File: config.mk
export PLATFORM = sky130hd
export DESIGN_NAME = escape_sequence_decoder
export DESIGN_NICKNAME = d
export VERILOG_FILES = /design/src/rtl/esd_pkg.sv /design/src/rtl/escape_sequence_decoder.sv /design/src/rtl/esd_decode.sv /design/src/rtl/esd_result_fifo.sv
export VERILOG_INCLUDE_DIRS = /design/src /design/src/rtl
export SDC_FILE = /design/constraint.sdc
export NUM_CORES = 1
export LEC_CHECK = 0
export BUFFER_PORTS_ARGS = -buffer_cell sky130_fd_sc_hd__buf_4
export CORE_MARGIN = 2
export CORE_UTILIZATION = 50
export CTS_BUF_LIST = sky130_fd_sc_hd__clkbuf_8 sky130_fd_sc_hd__clkbuf_16
export DETAILED_ROUTE_END_ITERATION = 12
export GPL_ROUTABILITY_DRIVEN = 0
export MAX_ROUTING_LAYER = met4
export PLACE_DENSITY_LB_ADDON = 0.2
export SLEW_MARGIN = 20
export SYNTH_ARGS = -nofsm -noshare
export SYNTH_HDL_FRONTEND = slang
export SYNTH_SLANG_ARGS = --single-unit
File: constraint.sdc
create_clock -name clock -period 2.8 [get_ports clock]
set_input_delay 0.28 -clock clock [delete_from_list [all_inputs] [get_ports clock]]
set_output_delay 0.28 -clock clock [all_outputs]
set_load 0.02 [all_outputs]
File: src/rtl/escape_sequence_decoder_macros.svh
// Assertion macros shared by the escape sequence decoder RTL.
// Depends on nothing; included by files that carry concurrent assertions.
`ifndef ESCAPE_SEQUENCE_DECODER_MACROS_SVH
`define ESCAPE_SEQUENCE_DECODER_MACROS_SVH

// Same-cycle implication, checked outside reset.
`define ESD_ASSERT_IMPLY(label, clk, rst, ante, cons) \
   label: assert property (@(posedge clk) disable iff (rst) (ante) |-> (cons)) \
      else $error("escape decoder check failed");

// Next-cycle implication, checked outside reset.
`define ESD_ASSERT_NEXT(label, clk, rst, ante, cons) \
   label: assert property (@(posedge clk) disable iff (rst) (ante) |=> (cons)) \
      else $error("escape decoder check failed");

`endif

File: src/rtl/esd_pkg.sv
// Package for the escape sequence decoder: mode codes, byte constants and
// the word types passed between the decode logic and the result queue.
`timescale 1ns / 1ps

package esd_pkg;

   localparam int MODE_W = 3;
   localparam logic [MODE_W-1:0] MODE_NORMAL = 3'd0;
   localparam logic [MODE_W-1:0] MODE_CARET  = 3'd1;
   localparam logic [MODE_W-1:0] MODE_ESC    = 3'd2;
   localparam logic [MODE_W-1:0] MODE_OCT1   = 3'd3;
   localparam logic [MODE_W-1:0] MODE_OCT2   = 3'd4;

   localparam int ACC_W = 6;

   localparam logic [7:0] CHAR_CARET     = 8'h5E;
   localparam logic [7:0] CHAR_BACKSLASH = 8'h5C;
   localparam logic [7:0] CARET_OFFSET   = 8'h40;
   localparam logic [7:0] STOP_RESET     = 8'h20;

   // Result queue geometry.
   localparam int FIFO_DEPTH = 4;
   localparam int FIFO_PTR_W = $clog2(FIFO_DEPTH);
   localparam int FIFO_CNT_W = $clog2(FIFO_DEPTH + 1);

   // Register map.
   localparam logic REG_STOP_CHAR = 1'b0;

   typedef struct packed {
      logic [7:0] out_byte;
      logic       end_marker;
      logic       ended_by_stop;
      logic       last_of_run;
   } result_type;

   typedef struct packed {
      logic [1:0]  count;
      result_type  res0;
      result_type  res1;
   } push_type;

   typedef struct packed {
      logic [MODE_W-1:0] next_mode;
      logic [ACC_W-1:0]  next_acc;
      push_type          push;
   } decode_type;

   typedef struct packed {
      logic [FIFO_CNT_W-1:0] count;
      logic                  room_for_pair;
   } fifo_status_type;

endpackage

File: src/rtl/escape_sequence_decoder.sv
// Escape sequence decoder top level. An accepted byte is held in the input
// stage register, then decoded and written into the result queue, which drives
// the result port from its storage. Throughput: one byte per cycle while bytes
// yield at most one word and the result side takes them; the four-word result
// queue absorbs sparse two-word bytes, and a steady run of them stalls input.
// Reset (synchronous, active high) returns to normal mode, clears the octal
// value, empties the queue and sets the stop byte to space.
`timescale 1ns / 1ps

module escape_sequence_decoder (
   input  logic        clock,
   input  logic        reset,
   // Input bytes
   input  logic        req_valid,
   output logic        req_ready,
   input  logic [7:0]  req_in_byte,
   // Result words
   output logic        rsp_valid,
   input  logic        rsp_ready,
   output logic [7:0]  rsp_out_byte,
   output logic        rsp_end_marker,
   output logic        rsp_ended_by_stop,
   output logic        rsp_last_of_run,
   // Register port
   input  logic        psel,
   input  logic        penable,
   input  logic        pwrite,
   input  logic [2:0]  paddr,
   input  logic [31:0] pwdata,
   output logic [31:0] prdata,
   output logic        pready
);

   `include "escape_sequence_decoder_macros.svh"

   logic [7:0]                    stop_char_ff;
   logic                          stage_valid_ff, stage_valid_in;
   logic [7:0]                    stage_byte_ff;
   logic [esd_pkg::MODE_W-1:0]    mode_ff, mode_in;
   logic [esd_pkg::ACC_W-1:0]     acc_ff, acc_in;
   logic                          advance;
   logic                          req_take;
   logic                          csr_write;
   esd_pkg::decode_type           dec;
   esd_pkg::push_type             push;
   esd_pkg::result_type           rd_word;
   esd_pkg::fifo_status_type      fifo_status;

   // Register port: one register at byte offset zero, no wait states.
   assign pready    = 1'b1;
   assign csr_write = psel && penable && pwrite && pready;
   assign prdata    = (paddr[2] == esd_pkg::REG_STOP_CHAR) ? {24'h0, stop_char_ff} : 32'h0;

   always_ff @(posedge clock) begin
      if (reset) begin
         stop_char_ff <= esd_pkg::STOP_RESET;
      end else if (csr_write && paddr[2] == esd_pkg::REG_STOP_CHAR) begin
         stop_char_ff <= pwdata[7:0];
      end
   end

   // Input stage: hold one byte; advance it into the decoder whenever the
   // queue can take a full pair of words, so a new byte may enter the same
   // cycle the held one leaves.
   assign advance   = stage_valid_ff && fifo_status.room_for_pair;
   assign req_ready = !stage_valid_ff || advance;
   assign req_take  = req_valid && req_ready;

   always_comb begin
      stage_valid_in = stage_valid_ff;
      if (req_take) begin
         stage_valid_in = 1'b1;
      end else if (advance) begin
         stage_valid_in = 1'b0;
      end
   end

   always_ff @(posedge clock) begin
      if (reset) begin
         stage_valid_ff <= 1'b0;
      end else begin
         stage_valid_ff <= stage_valid_in;
      end
   end

   always_ff @(posedge clock) begin
      if (req_take) begin
         stage_byte_ff <= req_in_byte;
      end
   end

   esd_decode u_decode (
      .mode      (mode_ff),
      .acc       (acc_ff),
      .in_byte   (stage_byte_ff),
      .stop_char (stop_char_ff),
      .dec       (dec)
   );

   // Commit the decode only on advance; otherwise hold the mode and push nothing.
   assign mode_in = advance ? dec.next_mode : mode_ff;
   assign acc_in  = advance ? dec.next_acc : acc_ff;

   always_comb begin
      push = dec.push;
      if (!advance) begin
         push.count = 2'd0;
      end
   end

   always_ff @(posedge clock) begin
      if (reset) begin
         mode_ff <= esd_pkg::MODE_NORMAL;
         acc_ff  <= '0;
      end else begin
         mode_ff <= mode_in;
         acc_ff  <= acc_in;
      end
   end

   // Result queue drives the output channel directly from its storage.
   esd_result_fifo u_result_fifo (
      .clock    (clock),
      .reset    (reset),
      .push     (push),
      .rd_word  (rd_word),
      .rd_valid (rsp_valid),
      .rd_ready (rsp_ready),
      .status   (fifo_status)
   );

   assign rsp_out_byte      = rd_word.out_byte;
   assign rsp_end_marker    = rd_word.end_marker;
   assign rsp_ended_by_stop = rd_word.ended_by_stop;
   assign rsp_last_of_run   = rd_word.last_of_run;

   // The queue never holds more words than it has slots.
   `ESD_ASSERT_IMPLY(a_fifo_bound, clock, reset, 1'b1, fifo_status.count <= esd_pkg::FIFO_CNT_W'(esd_pkg::FIFO_DEPTH))
   // An octal value only lives while octal digits are pending.
   `ESD_ASSERT_IMPLY(a_acc_idle, clock, reset, mode_ff != esd_pkg::MODE_OCT1 && mode_ff != esd_pkg::MODE_OCT2, acc_ff == '0)
   // An end marker carries no byte and always closes the run of its byte.
   `ESD_ASSERT_IMPLY(a_end_last, clock, reset, rsp_valid && rsp_end_marker, rsp_last_of_run && rsp_out_byte == 8'h00)

endmodule

File: src/rtl/esd_decode.sv
// Combinational escape decode: one raw byte plus the current mode gives up
// to two result words and the next mode. Depends on esd_pkg.
`timescale 1ns / 1ps

module esd_decode (
   input  logic [esd_pkg::MODE_W-1:0] mode,
   input  logic [esd_pkg::ACC_W-1:0]  acc,
   input  logic [7:0]                 in_byte,
   input  logic [7:0]                 stop_char,
   output esd_pkg::decode_type        dec
);

   logic                       is_octal;
   logic [2:0]                 digit;
   logic                       plain_emit;
   esd_pkg::result_type        plain_res;
   logic [esd_pkg::MODE_W-1:0] plain_mode;
   logic [7:0]                 letter_byte;
   esd_pkg::result_type        res0;
   esd_pkg::result_type        res1;
   logic [1:0]                 count;

   assign is_octal = (in_byte[7:3] == 5'b00110);
   assign digit    = in_byte[2:0];

   // Byte handled as in normal mode.
   always_comb begin
      plain_emit = 1'b1;
      plain_mode = esd_pkg::MODE_NORMAL;
      plain_res  = '0;
      if (in_byte == 8'h00) begin
         plain_res.end_marker = 1'b1;
      end else if (in_byte == stop_char) begin
         plain_res.end_marker    = 1'b1;
         plain_res.ended_by_stop = 1'b1;
      end else if (in_byte == esd_pkg::CHAR_CARET) begin
         plain_emit = 1'b0;
         plain_mode = esd_pkg::MODE_CARET;
      end else if (in_byte == esd_pkg::CHAR_BACKSLASH) begin
         plain_emit = 1'b0;
         plain_mode = esd_pkg::MODE_ESC;
      end else begin
         plain_res.out_byte = in_byte;
      end
   end

   always_comb begin
      case (in_byte)
         8'h6E:   letter_byte = 8'h0A;
         8'h72:   letter_byte = 8'h0D;
         8'h74:   letter_byte = 8'h09;
         8'h62:   letter_byte = 8'h08;
         8'h66:   letter_byte = 8'h0C;
         default: letter_byte = in_byte;
      endcase
   end

   always_comb begin
      res0              = '0;
      res1              = plain_res;
      count             = 2'd0;
      dec.next_mode     = esd_pkg::MODE_NORMAL;
      dec.next_acc      = acc;
      unique case (mode)
         esd_pkg::MODE_CARET: begin
            if (in_byte == 8'h00) begin
               res0.out_byte = esd_pkg::CHAR_CARET;
               count         = 2'd2;
               dec.next_acc  = '0;
            end else begin
               res0.out_byte = 8'(in_byte - esd_pkg::CARET_OFFSET);
               count         = 2'd1;
            end
         end
         esd_pkg::MODE_ESC: begin
            if (in_byte == 8'h00) begin
               res0         = plain_res;
               count        = 2'd1;
               dec.next_acc = '0;
            end else if (is_octal) begin
               dec.next_mode = esd_pkg::MODE_OCT1;
               dec.next_acc  = {3'b000, digit};
            end else begin
               res0.out_byte = letter_byte;
               count         = 2'd1;
            end
         end
         esd_pkg::MODE_OCT1: begin
            if (is_octal) begin
               dec.next_mode = esd_pkg::MODE_OCT2;
               dec.next_acc  = {acc[2:0], digit};
            end else begin
               res0.out_byte = {5'b00000, acc[2:0]};
               count         = plain_emit ? 2'd2 : 2'd1;
               dec.next_mode = plain_mode;
               dec.next_acc  = '0;
            end
         end
         esd_pkg::MODE_OCT2: begin
            dec.next_acc = '0;
            if (is_octal) begin
               res0.out_byte = {acc[4:0], digit};
               count         = 2'd1;
            end else begin
               res0.out_byte = {2'b00, acc};
               count         = plain_emit ? 2'd2 : 2'd1;
               dec.next_mode = plain_mode;
            end
         end
         default: begin
            res0          = plain_res;
            count         = plain_emit ? 2'd1 : 2'd0;
            dec.next_mode = plain_mode;
            dec.next_acc  = '0;
         end
      endcase
      // Mark the final word of this byte.
      res0.last_of_run = (count == 2'd1);
      res1.last_of_run = 1'b1;
      dec.push.count   = count;
      dec.push.res0    = res0;
      dec.push.res1    = res1;
   end

endmodule

File: src/rtl/esd_result_fifo.sv
// Small result queue: takes up to two words per cycle, gives one per cycle
// on a valid/ready channel. Depends on esd_pkg.
`timescale 1ns / 1ps

module esd_result_fifo (
   input  logic                     clock,
   input  logic                     reset,
   input  esd_pkg::push_type        push,
   output esd_pkg::result_type      rd_word,
   output logic                     rd_valid,
   input  logic                     rd_ready,
   output esd_pkg::fifo_status_type status
);

   esd_pkg::result_type              mem_ff [esd_pkg::FIFO_DEPTH];
   logic [esd_pkg::FIFO_PTR_W-1:0]   wr_ptr_ff, wr_ptr_in;
   logic [esd_pkg::FIFO_PTR_W-1:0]   rd_ptr_ff, rd_ptr_in;
   logic [esd_pkg::FIFO_CNT_W-1:0]   count_ff, count_in;
   logic [esd_pkg::FIFO_PTR_W-1:0]   wr_ptr_next;
   logic                             pop;

   assign rd_valid    = (count_ff != '0);
   assign rd_word     = mem_ff[rd_ptr_ff];
   assign pop         = rd_valid && rd_ready;
   assign wr_ptr_next = wr_ptr_ff + esd_pkg::FIFO_PTR_W'(1);

   assign wr_ptr_in = wr_ptr_ff + esd_pkg::FIFO_PTR_W'(push.count);
   assign rd_ptr_in = rd_ptr_ff + esd_pkg::FIFO_PTR_W'(pop);
   assign count_in  = count_ff + esd_pkg::FIFO_CNT_W'(push.count)
                      - esd_pkg::FIFO_CNT_W'(pop);

   assign status.count         = count_ff;
   assign status.room_for_pair =
      (count_ff <= esd_pkg::FIFO_CNT_W'(esd_pkg::FIFO_DEPTH - 2));

   always_ff @(posedge clock) begin
      if (reset) begin
         wr_ptr_ff <= '0;
         rd_ptr_ff <= '0;
         count_ff  <= '0;
      end else begin
         wr_ptr_ff <= wr_ptr_in;
         rd_ptr_ff <= rd_ptr_in;
         count_ff  <= count_in;
      end
   end

   always_ff @(posedge clock) begin
      if (push.count != 2'd0) begin
         mem_ff[wr_ptr_ff] <= push.res0;
      end
      if (push.count == 2'd2) begin
         mem_ff[wr_ptr_next] <= push.res1;
      end
   end

endmodule

* Word-level counts from Yosys, hierarchy flattened
Memories as Yosys holds them, arrays and structs flattened. A register that Yosys moved wholly into a read port is not among the register bits. Cells that the tools add are included.
Cells by class: div/mod/pow operators 0, $mul 0, order comparisons 1, add/subtract/negate cells 6, bitwise operators 1, eq/ne operators 17, reductions and logical operators 14, multiplexer cells 49, shift-type cells 0
Operators with widths (number):
- $mux W8 | 10
- $eq A8 B7 Y1 const B | 7
- $pmux W8 S5 | 1
- $pmux W8 S4 | 1
- $mux W2 | 9
- $mux W3 | 6
- $pmux W6 S3 | 1
- $mux W1 | 15
- $mux W6 | 2
- $pmux W3 S4 | 1
- $mux W9 | 1
- $eq A8 B8 Y1 | 1
- $logic_not A8 Y1 | 1
- $pmux W2 S4 | 1
- $sub A8 B7 Y8 const B | 1
- $eq A3 B2 Y1 const B | 2
- $logic_and A1 B1 Y1 | 6
- $pmux W3 S2 | 1
- $eq A5 B3 Y1 const B | 1
- $reduce_bool A2 Y1 | 2
- $add A3 B2 Y3 | 1
- $eq A3 B1 Y1 const B | 1
- $eq A3 B3 Y1 const B | 1
- $le A3 B2 Y1 const B | 1
- other kinds (14) | 14
Word-level totals: output and inout bits 46, ROM bits 0, register bits 33, memories kept 1, latch bits 0, bits in writable memories 44, input bits 50, word-level logic and storage cells 97
Memories:
- u_result_fifo.mem_ff | words 4, bits a word 11, read ports 1, clocked after memory_dff 1, wr ports 2, line esd_result_fifo.sv:15 | esd_pkg::result_type mem_ff [esd_pkg::FIFO_DEPTH];

* Depth between registers and ports, before layout
Gate-level depths: netlist of the first run.
depth in word-level cells 12, depth in mapped cells 15

* Cells and area by module
A second synthesis of the first run with hierarchy kept.
Unflattened totals: cell total of the unflattened synthesis 445, area total of the unflattened synthesis 5068.6 µm²
By module, submodules not included:
- esd_result_fifo | times used 1, cells each 153, area an instance 2721.4 µm²
- escape_sequence_decoder | times used 1, cells each 126, area an instance 1301.2 µm²
- esd_decode | times used 1, cells each 166, area an instance 1046.0 µm²

* Worst setup path before layout of the first run
OpenSTA, ideal clock, no wires.
path kind reg2reg, start register stage_byte_ff[7], end register u_result_fifo.count_ff[2] (netlist bit), library setup time 128 ps, cell stages (with the launch flop) 15, buffers on the path 3, arrival 2830 ps, clock period less this slack 2958 ps, slack -158 ps, cells stage by stage edfxtp_1 -> buf_2 -> inv_1 -> ha_1 -> nand2_1 -> or4_1 -> buf_2 -> a211oi_2 -> a211oi_2 -> buf_6 -> ha_1 -> fa_1 -> xor2_1 -> xnor2_1 -> nor2_1
On the way: word-level cells in the longest chain between the ends 11, elaborated cells on any way between the ends 20
RTL lines:
- start, declared | line escape_sequence_decoder.sv:38 | logic [7:0] stage_byte_ff;
- start signal, assigned | line escape_sequence_decoder.sv:88 | stage_byte_ff <= req_in_byte;
- $eq A8 B7 Y1 | line esd_decode.sv:39 | end else if (in_byte == esd_pkg::CHAR_BACKSLASH) begin
- $mux W1 | line esd_decode.sv:39
- $mux W1 | line esd_decode.sv:36 | end else if (in_byte == esd_pkg::CHAR_CARET) begin
- $mux W1 | line esd_decode.sv:33 | end else if (in_byte == stop_char) begin
- $mux W1 | line esd_decode.sv:31 | if (in_byte == 8'h00) begin
- $mux W2 | line esd_decode.sv:94, esd_decode.sv:106
- $mux W2 (on tied branches) | line esd_decode.sv:101, esd_decode.sv:89
- $pmux W2 S4 * | line esd_decode.sv:64 | unique case (mode)
- $mux W2 * | line escape_sequence_decoder.sv:106 | if (!advance) begin
- $add A3 B2 Y3 * | line esd_result_fifo.sv:29 | assign count_in = count_ff + esd_pkg::FIFO_CNT_W'(push.count)
- $sub A3 B1 Y3 * | line esd_result_fifo.sv:30 | - esd_pkg::FIFO_CNT_W'(pop);
- end signal, assigned | line esd_result_fifo.sv:44 | count_ff <= count_in;
- end, declared | line esd_result_fifo.sv:18 | logic [esd_pkg::FIFO_CNT_W-1:0] count_ff, count_in;
Mark *: on every way between the ends. The rest lies on a longest branch, timed or not. A chain may end at the register's enable or synchronous reset.

==> results of run 1 <==
-- flip-flops by register name, indices dropped and copies added, names as in the netlist --
name                     cells
stage_valid_ff               1
acc_ff                       6
u_result_fifo.count_ff       3
stage_byte_ff                8
u_result_fifo.rd_ptr_ff      2
mode_ff                      3
u_result_fifo.wr_ptr_ff      2
u_result_fifo.mem_ff        44
stop_char_ff                 8
-- cells in the final DEF (no fill, tap or decap), types with 4 or more instances in the layout --
| cell | count |
|---|---|
| ha_1 | 5 |
| buf_4 | 102 |
| a31oi_1 | 7 |
| o211ai_1 | 4 |
| and2_1 | 6 |
| nand3_1 | 13 |
| a22oi_1 | 4 |
| nor2b_1 | 12 |
| conb_1 | 25 |
| o21ai_0 | 11 |
| edfxtp_1 | 48 |
| buf_6 | 5 |
| a21oi_1 | 29 |
| dfxtp_1 | 29 |
| o22ai_1 | 18 |
| nor3_1 | 6 |
| nand2_1 | 42 |
| mux4_2 | 11 |
| xor2_1 | 10 |
| xnor2_1 | 7 |
| nand2b_1 | 5 |
| clkbuf_8 | 9 |
| inv_1 | 14 |
| nor2_1 | 27 |
| nand4_1 | 5 |
| o22ai_2 | 8 |
-- Yosys cell counts (6+ instances only) --
cell type,instances
o22ai_1,19
o22ai_2,7
dfxtp_1,29
a21oi_1,30
nor3_1,6
buf_2,10
nor2_1,29
inv_1,15
ha_1,7
clkbuf_1,11
and2_1,6
nand3_1,14
buf_4,27
nor2b_1,12
o21ai_0,11
a31oi_1,7
edfxtp_1,48
xor2_1,10
nand2_1,43
xnor2_1,7
mux4_2,11
-- metal layers --
metal	up-vias	routed length [um]
li1	1820	-
met1	1764	4653
met2	153	5573
met3	18	594
met4	0	182
met5	-	0
-- worst paths after layout --
path	from	endpoint	slack, ps	cells past startpoint
max	stage_byte_ff[7]	u_result_fifo.mem_ff[3][10]	100	10
min	req_in_byte[3]	stage_byte_ff[3]	100	1
max reg2reg	stage_byte_ff[7]	u_result_fifo.mem_ff[3][10]	100	10
min reg2reg	stop_char_ff[4]	stop_char_ff[4]	490	2
-- final cells by class --
class | count | area [um^2]
clock buffer | 9 | 123.9
clock inverter | 7 | 96.34
fill | 769 | 3412
inverter | 16 | 60.06
multi-input combinational | 330 | 2414
sequential | 77 | 2022
tap | 111 | 138.9
timing repair buffer | 108 | 842.1
-- repair_timing --
action,in CTS,in global routing
gates resized for setup,1,23
gates cloned,0,2
endpoints found under the setup margin,2,68
hold endpoints to repair,0,0
buffers inserted,1,10
pin swaps,1,6
-- power groups by stage --
stage                     Clock [W]  Combinational [W]  Sequential [W]
final                      0.000927            0.00120         0.00139
after global routing       0.000987            0.00131         0.00140
after CTS                  0.000945            0.00116         0.00139
after detailed placement          0            0.00115         0.00142
after global placement            0            0.00114         0.00141
after floorplan                   0           0.000868         0.00136
-- critical path, cell delays in order (launching register included) --
cell and delay, ps:
edfxtp_1 410, inv_2 100, ha_2 180, nand2_1 70, or4_4 460, a221o_1 340
buf_4 160, a211oi_4 270, nor2_4 140, nor2_4 160, buf_6 150
-- metrics by stage --
stage	worst slack [ps]	instance area (um^2)	TNS [ps]	hold WS, ps	std cells
floorplan	-72.31	4758	-1664	351.6	476
global placement	12.93	5283	0	458.7	629
detailed placement	-15.19	5283	-15.19	459.4	629
CTS	0.2665	5515	0	85.24	646
global route	-21.46	5697	-72.07	87.07	658
finish	100.3	5697	0	97.56	658
-- kinds of logic after synthesis --
logic type / after synthesis / share of synthesized area, %
mux: 15 / 6.237
buf+inv: 69 / 8.369
fa+ha+maj: 8 / 2.322
flops: 77 / 43.63
other cells: 2 / 0.1620
compound gates: 117 / 19.14
simple gates: 148 / 16.93
xor+xnor: 17 / 3.213
==> qor.yml, run 1 <==
setup_viol: 0
io_pins: 96
cp-end-kind: "register"
slew_headroom_pct: 55.38
grt_pass1_wl_um: 17450
drcViolationCount: 0
period_share_pct: 96.42
utilization_pct: 62.54
pwr-share-seq_pct: 39.5
power.internal_w: 0.002347
cts_tree: "yes"
synth_area_leader_cell: "edfxtp_1"
ys_seq_elements: 77
cts.sinks: 77
slew_viol_final: 0
antenna_found_initial: 0
clock.fmax_mhz: 370.4
met1_usage_pct: 27.31
cts_root_buffer: "clkbuf_8"
drtIter0Drc: 343
p_switching_w: 0.001171
synth_top_area_share_pct: 31.10
combinationalPowerShare_pct: 34.1
clk_latency_ps: 360
run_status: "complete, no violations"
ys_seq_area_share_pct: 43.63
setup.worst_path.start_class: "register"
gr-total-overflow: 0
synth-edff-count: 48
power_w: 0.003518
ys_async_sr_fraction_pct: 0
cap_violations: 0
synth.avg_cell_area_um2: 10.23
grt_max_degree: 26
via_count: 3755
clockBufferDepth: 2
power_density_nw_per_um2: 617.6
synth.area.top_cells: "edfxtp_1, dfxtp_1, mux4_2"
ctsHtreeMaxLevel: 3
die_area_um2: 10060
p_sw_share_pct: 33.28
dr.pass1.iters: 5
period_minus_slack_ps: 2700
ir_worst_vdd_uv: 308.1
ant_nets: 0
syn_area_um2: 4634
leakage_nw: 2.168
skew_ps: 12.47
ys_warn_count: 0
port_buffers: 44
dp_hpwl_um: 8119
area_growth_pct: 22.92
use_met2_pct: 37.95
yosysUniqueCellTypes: 73
critical_path_required_ps: 2870
post_drt_wl_per_cell_um: 16.72
drive_above_1_share_pct: 32.36
grt.met3_usage_pct: 4.457
cp_max_fo: 7
die_h_um: 100.3
min_path_type: "in -> reg"
coreArea_um2: 9109
busiest_layer: "met2"
antenna_cells: 0
numCtsBuffers: 9
grt_pass1_vias: 3592
critPathArrivalTime_ps: 2770
path_clk_slew_ps: 80
die_w_um: 100.3
start_util_pct: 50.88
ys.flop_type: "edfxtp_1"
vias_per_cell: 5.707
worst_pin_slew_ps: 668.4
grtUsageTotal_pct: 22.68
crit_type: "reg -> reg"
hold_viol: 0
routed_wl_um: 11000
cts_hold_buf: 0
nets: 600
synth_cells: 453
clkPwrFrac_pct: 26.3
rows: 35
No activity file was read; power rests on OpenSTA's default activity.
==> run 2: changes to the inputs <==
- ABC_AREA: unset -> 1
==> qor.yml, run 2 <==
run_status: "complete, no violations"
nFillCells: 834  # +8.5%
drive_above_1_share_pct: 20.71  # -12 points
synth-edff-count: 48  # unchanged
worst_pin_slew_ps: 786.7  # +118.3 ps
critPathArrivalTime_ps: 2760  # about the same
cp_max_fo: 5  # -2
cpPeakStageDelay_ps: 460  # about the same
grt_pass1_wl_um: 18400  # +5.5%
crit_buf_inv: 4  # +1
hold_start: "req_in_byte[5]"
start_util_pct: 50.90  # about the same
rsz0062_at_grt: "false"
dp_hpwl_um: 8516  # +4.9%
r2r_cells: 14  # +4
synth_area_leader_cell: "edfxtp_1"
min_path_type: "in -> reg"
io_pins: 96  # unchanged
ir_worst_vdd_uv: 330.9  # +7.4%
antenna_cells: 0  # unchanged
largest_reg_flops: 44  # unchanged
cap_violations: 0  # unchanged
die_w_um: 100.5  # +0.24%
regMostFlops: "u_result_fifo.mem_ff"
die_h_um: 100.5  # +0.24%
nets: 729  # +22%
area_growth_pct: 17.03
gr-total-overflow: 0  # unchanged
largestRegisters: "u_result_fifo.mem_ff (44), stage_byte_ff (8), stop_char_ff (8)"
ys_seq_area_share_pct: 43.41  # -0.22 points
vias_per_cell: 5.465  # -4.2%
drcViolationCount: 0  # unchanged
synth_commonest_cells: "nand2_1, nor2_1, nand3_1"
ant_nets: 0  # unchanged
slew_viol_final: 0  # unchanged
synth_cells: 604  # +33%
skew_ps: 12.07  # -0.4051 ps
critical_path_required_ps: 2910  # +40 ps
dr.pass1.iters: 6  # +1
yosysUniqueCellTypes: 43  # -41%
cp_slowest_cell: "edfxtp_1"
hold_viol: 0  # unchanged
grtUsageTotal_pct: 23.90  # +1.2 points
worstHoldEndpoint: "stage_byte_ff[5]"
clk_latency_ps: 350  # about the same
ys_async_sr_fraction_pct: 0  # unchanged
synth.area.top_cells: "edfxtp_1, dfxtp_1, nand2_1"
utilization_pct: 59.56  # -3.0 points
setup.worst_path.start_class: "register"
cts_tree: "yes"
die_area_um2: 10100  # +0.49%
crit_family: "simple AND/OR/NAND/NOR gates"
port_buffers: 44  # unchanged
antenna_found_initial: 0  # unchanged
path_clk_slew_ps: 90  # about the same
ys.flop_type: "edfxtp_1"
power_density_nw_per_um2: 716.2  # +16%
period_share_pct: 94.73  # -1.7 points
layout_common_cells: "nand2_1, buf_4, nor2_1"
synth_top_area_share_pct: 30.94  # -0.16 points
drtIter0Drc: 238  # -31%
post_drt_wl_per_cell_um: 15.22  # -9.0%
grt_pass1_vias: 3917  # +9.0%
holdPathStages: 1  # unchanged
ys_seq_elements: 77  # unchanged
grt_max_degree: 35  # +35%
cts.sinks: 77  # unchanged
rows: 35  # unchanged
r2r_slack_ps: 150  # +50 ps
coreArea_um2: 9153  # +0.48%
cp-end-kind: "register"
cts_hold_buf: 0  # unchanged
leakage_nw: 2.455  # +13%
ctsHtreeMaxLevel: 3  # unchanged
ys_warn_count: 0  # unchanged
clockBufferDepth: 2  # unchanged
period_minus_slack_ps: 2653  # -47.13 ps
setup_tns_ps: 0  # unchanged
clock.fmax_mhz: 377.0  # +1.8%
power_w: 0.003905  # +11%
setup_viol: 0  # unchanged
routed_wl_um: 11980  # +8.9%
crit_chain: "buf_6, inv_1, ha_1, nor3b_2, nand3_2, buf_4, nand2_1, nor2_1, inv_1, nor2_1, o21ai_0, nand3_1, nand3_1, nand2_1"
via_count: 4301  # +15%
r2r-end: "u_result_fifo.mem_ff[3][8]"
crit_type: "reg -> reg"
syn_area_um2: 4658  # +0.51%
final_common_cell: "nand2_1"
slew_headroom_pct: 47.55  # -7.8 points
numCtsBuffers: 9  # unchanged
cts_root_buffer: "clkbuf_8"
synth.avg_cell_area_um2: 7.712  # -25%
yosysMostFrequentCell: "nand2_1"
r2r-start: "stage_byte_ff[6]"
==> run 2: changes by cell type in the layout (fill, tap and decap cells not counted), sizes merged, moves of 8 or more <==
| cell | previous run | this run |
|---|---|---|
| nor2 | 30 | 75 |
| o21ai | 14 | 74 |
| o22ai | 26 | 11 |
| nand3 | 15 | 64 |
| nand2 | 44 | 112 |
| mux4 | 11 | 0 |
| and2 | 8 | 0 |
| a21oi | 31 | 20 |
| buf | 108 | 82 |
| inv | 18 | 75 |
| nor2b | 12 | 0 |
==> run 2: where the power goes <==
part	internal (W)	switching (W)
clock network	0.000423	0.000453
registers	0.00136	0.0000977
logic	0.000561	0.00101
total	0.00235	0.00156
==> run 2: cell families after synthesis <==
family,share of synthesized area (%)
AOI/OAI and AO/OA,14.26
xor gates and xnor gates,1.316
adders and majority gates,2.310
buffers and inverters,12.76
DFF,43.41
other,0.1612
and+or+nand+nor,25.79
==> run 2: worst max path at each step <==
stage | start | to | slack, ps | depth (start not counted)
floorplan | stage_byte_ff[6] | u_result_fifo.count_ff[2] | 150 | 14
global placement | stage_byte_ff[6] | u_result_fifo.count_ff[2] | 60 | 15
detailed placement | stage_byte_ff[6] | u_result_fifo.count_ff[2] | -5 | 15
CTS | stage_byte_ff[6] | u_result_fifo.count_ff[2] | 50 | 15
global route | stage_byte_ff[6] | u_result_fifo.mem_ff[1][8] | 20 | 14
finish | stage_byte_ff[6] | u_result_fifo.mem_ff[3][8] | 150 | 14
==> run 2: worst register-to-register path, delay by kind of cell, from the launching register on <==
kind                       cells  cell delay, ps
AOI/OAI and AO/OA              1             170
adders and majority gates      1             160
buffers and inverters          4             550
DFF                            1             460
and+or+nand+nor                8            1060
==> run 2: what timing repair did <==
item	4_1_cts	5_1_grt
gates resized for setup	0	13
pin swaps	0	3
buffers inserted	2	16
setup endpoints to repair	1	1
==> run 2: metrics by stage <==
step | instance area (um^2) | cells | setup WS (ps) | hold WS [ps]
4_1_cts | 5276 | 771 | 47.43 | 91.42
2_1_floorplan | 4745 | 627 | 148.8 | 358.5
6_report | 5451 | 787 | 147.4 | 97.53
3_5_place_dp | 5060 | 753 | -5.029 | 438.7
5_1_grt | 5451 | 787 | 22.70 | 80.74
3_3_place_gp | 5060 | 753 | 64.25 | 439.9
==> run 2: cell type report <==
type	instances	area (um^2)	area share, %
multi-input cells	428	2170	39.80
flip-flops and latches	77	2022	37.09
repair buffers	83	649.4	11.91
inverters	72	270.3	4.958
well taps	111	138.9	2.548
clock buffers	9	123.9	2.272
clock inverters	7	77.57	1.423
==> run 2: layer usage <==
layer	global-route usage, %	vias to the layer above	part of all wire, %	routed length (um)
met3	3.606	58	7.3	874
met5	-	-	0	0
met2	39.80	205	50	5948
li1	-	2105	-	-
met1	28.95	1933	40	4777
met4	10.33	0	3.2	380
==> run 3: changes to the inputs <==
- CTS_CLUSTER_SIZE: unset -> 10
- RECOVER_POWER: unset -> 50
==> qor.yml, run 3 (synthesis results as in run 2) <==
r2r_slack_ps: 160  # +20 ps
cp-end-kind: "register"
final_common_cell: "nand2_1"
worst_slack_ps: 162.7  # +15.30 ps
crit_type: "reg -> reg"
leakage_nw: 2.371  # -3.4%
dp_hpwl_um: 8516  # unchanged
grt_pass1_wl_um: 18400  # unchanged
critPathArrivalTime_ps: 2920  # +160 ps
die_w_um: 100.5  # unchanged
cts_tree: "yes"
largestRegisters: "u_result_fifo.mem_ff (44), stage_byte_ff (8), stop_char_ff (8)"
drcViolationCount: 0  # unchanged
drive_above_1_share_pct: 17.01  # -3.7 points
cap_violations: 0  # unchanged
clockBufferDepth: 2  # unchanged
setup_viol: 0  # unchanged
critical_path_required_ps: 3080  # +170 ps
grtUsageTotal_pct: 23.90  # unchanged
io_pins: 96  # unchanged
run_status: "complete, no violations"
post_drt_wl_per_cell_um: 15.12  # -0.64%
largest_reg_flops: 44  # unchanged
die_h_um: 100.5  # unchanged
r2r-start: "stage_byte_ff[7]"
antenna_found_initial: 0  # unchanged
routed_wl_um: 11900  # -0.64%
layout_common_cells: "nand2_1, nor2_1, nand3_1"
period_minus_slack_ps: 2637  # -15.30 ps
crit_chain: "inv_2, ha_4, nand3_1, inv_2, nand2_1, o21ai_2, nand2_2, nand2_1, nand3_2, nand2_2, inv_1, ha_1, fa_2, xor2_1, o21ai_1, a21oi_1"
regMostFlops: "u_result_fifo.mem_ff"
power_density_nw_per_um2: 710.5  # -0.81%
numCtsBuffers: 9  # unchanged
path_clk_slew_ps: 90  # about the same
coreArea_um2: 9153  # unchanged
slew_viol_final: 0  # unchanged
antenna_cells: 0  # unchanged
grt_pass1_vias: 3917  # unchanged
crit_buf_inv: 3  # -1
dp_cells: 753  # unchanged
crit_family: "adder cells"
holdPathStages: 1  # unchanged
area_growth_pct: 15.04
r2r_cells: 16  # +2
hold_start: "req_in_byte[5]"
vias_per_cell: 5.468  # about the same
ant_nets: 0  # unchanged
drtIter0Drc: 280  # +18%
dr.pass1.iters: 6  # unchanged
cts.sinks: 77  # unchanged
nFillCells: 852  # +2.2%
cts_root_buffer: "clkbuf_8"
hold_viol: 0  # unchanged
cp_slowest_cell: "edfxtp_1"
cp_max_fo: 4  # -1
gr-total-overflow: 0  # unchanged
die_area_um2: 10100  # unchanged
cpPeakStageDelay_ps: 420  # -40 ps
min_path_type: "in -> reg"
setup.worst_path.start_class: "register"
skew_ps: 13.09  # +1.018 ps
rsz0062_at_grt: "false"
nets: 729  # unchanged
period_share_pct: 94.19  # -0.55 points
ir_worst_vdd_uv: 328.4  # -0.76%
start_util_pct: 50.90  # unchanged
port_buffers: 44  # unchanged
post-place-ws_ps: -5.029  # unchanged
ctsHtreeMaxLevel: 3  # unchanged
worst_pin_slew_ps: 786.9  # +0.1887 ps
rows: 35  # unchanged
power_w: 0.003807  # -2.5%
fin_cells: 787  # unchanged
clk_latency_ps: 360  # about the same
slew_headroom_pct: 47.54  # about the same
via_count: 4303  # +0.047%
r2r-end: "u_result_fifo.count_ff[2]"
worstHoldEndpoint: "stage_byte_ff[5]"
clock.fmax_mhz: 379.2  # +0.58%
grt_max_degree: 35  # unchanged
-- run 3: cell count changes in the layout (fill, tap and decap cells not counted), sizes merged --
cell	change
clkbuf	+32
buf	-32
-- run 3: worst max-delay path by stage --
| stage | startpoint | endpoint | slack [ps] | cells after the start |
|---|---|---|---|---|
| after floorplan | stage_byte_ff[6] | u_result_fifo.count_ff[2] | 150 | 14 |
| after global placement | stage_byte_ff[6] | u_result_fifo.count_ff[2] | 60 | 15 |
| after detailed placement | stage_byte_ff[6] | u_result_fifo.count_ff[2] | -5 | 15 |
| after CTS | stage_byte_ff[6] | u_result_fifo.count_ff[2] | 50 | 15 |
| after global routing | stage_byte_ff[7] | u_result_fifo.count_ff[2] | 30 | 16 |
| final | stage_byte_ff[7] | u_result_fifo.count_ff[2] | 160 | 16 |
-- run 3: timing repair --
item / in CTS / in global routing
pin swaps: 0 / 3
endpoints found under the setup margin: 1 / 1
hold buffers: 0 / 0
setup buffers: 2 / 16
resized for setup: 0 / 13
-- run 3: final cells by class --
type                    instances  area [um^2]  area share [%]
multi-input cells             428         2162           40.35
flip-flops and latches         77         2022           37.73
repair buffers                 83        564.3           10.53
inverters                      72        270.3           5.043
well taps                     111        138.9           2.592
clock buffers                   9        123.9           2.311
clock inverters                 7        77.57           1.448
-- run 3: report_power, final --
group | internal, W | leakage [nW] | switching [W]
clock | 0.000423 | 0.101 | 0.000453
sequential | 0.00136 | 0.718 | 0.0000970
combinational | 0.000467 | 1.55 | 0.00100
total | 0.00225 | 2.37 | 0.00155
-- run 3: per-layer routing --
metal / vias to the layer above / global-route usage (%) / part of all wire (%)
met2: 219 / 39.80 / 50
li1: 2112 / - / -
met3: 56 / 3.606 / 7.7
met5: - / - / 0
met1: 1916 / 28.95 / 40
met4: 0 / 10.33 / 3.1
-- run 3: metrics by stage --
stage / util, % / TNS [ps] / hold WS, ps / instance area (um^2)
final: 58.55 / 0 / 115.9 / 5359
after detailed placement: 55.28 / -5.029 / 438.7 / 5060
after global routing: 58.55 / 0 / 103.7 / 5359
after global placement: 55.28 / 0 / 439.9 / 5060
after floorplan: - / 0 / 358.5 / 4745
after CTS: 57.65 / 0 / 91.42 / 5276
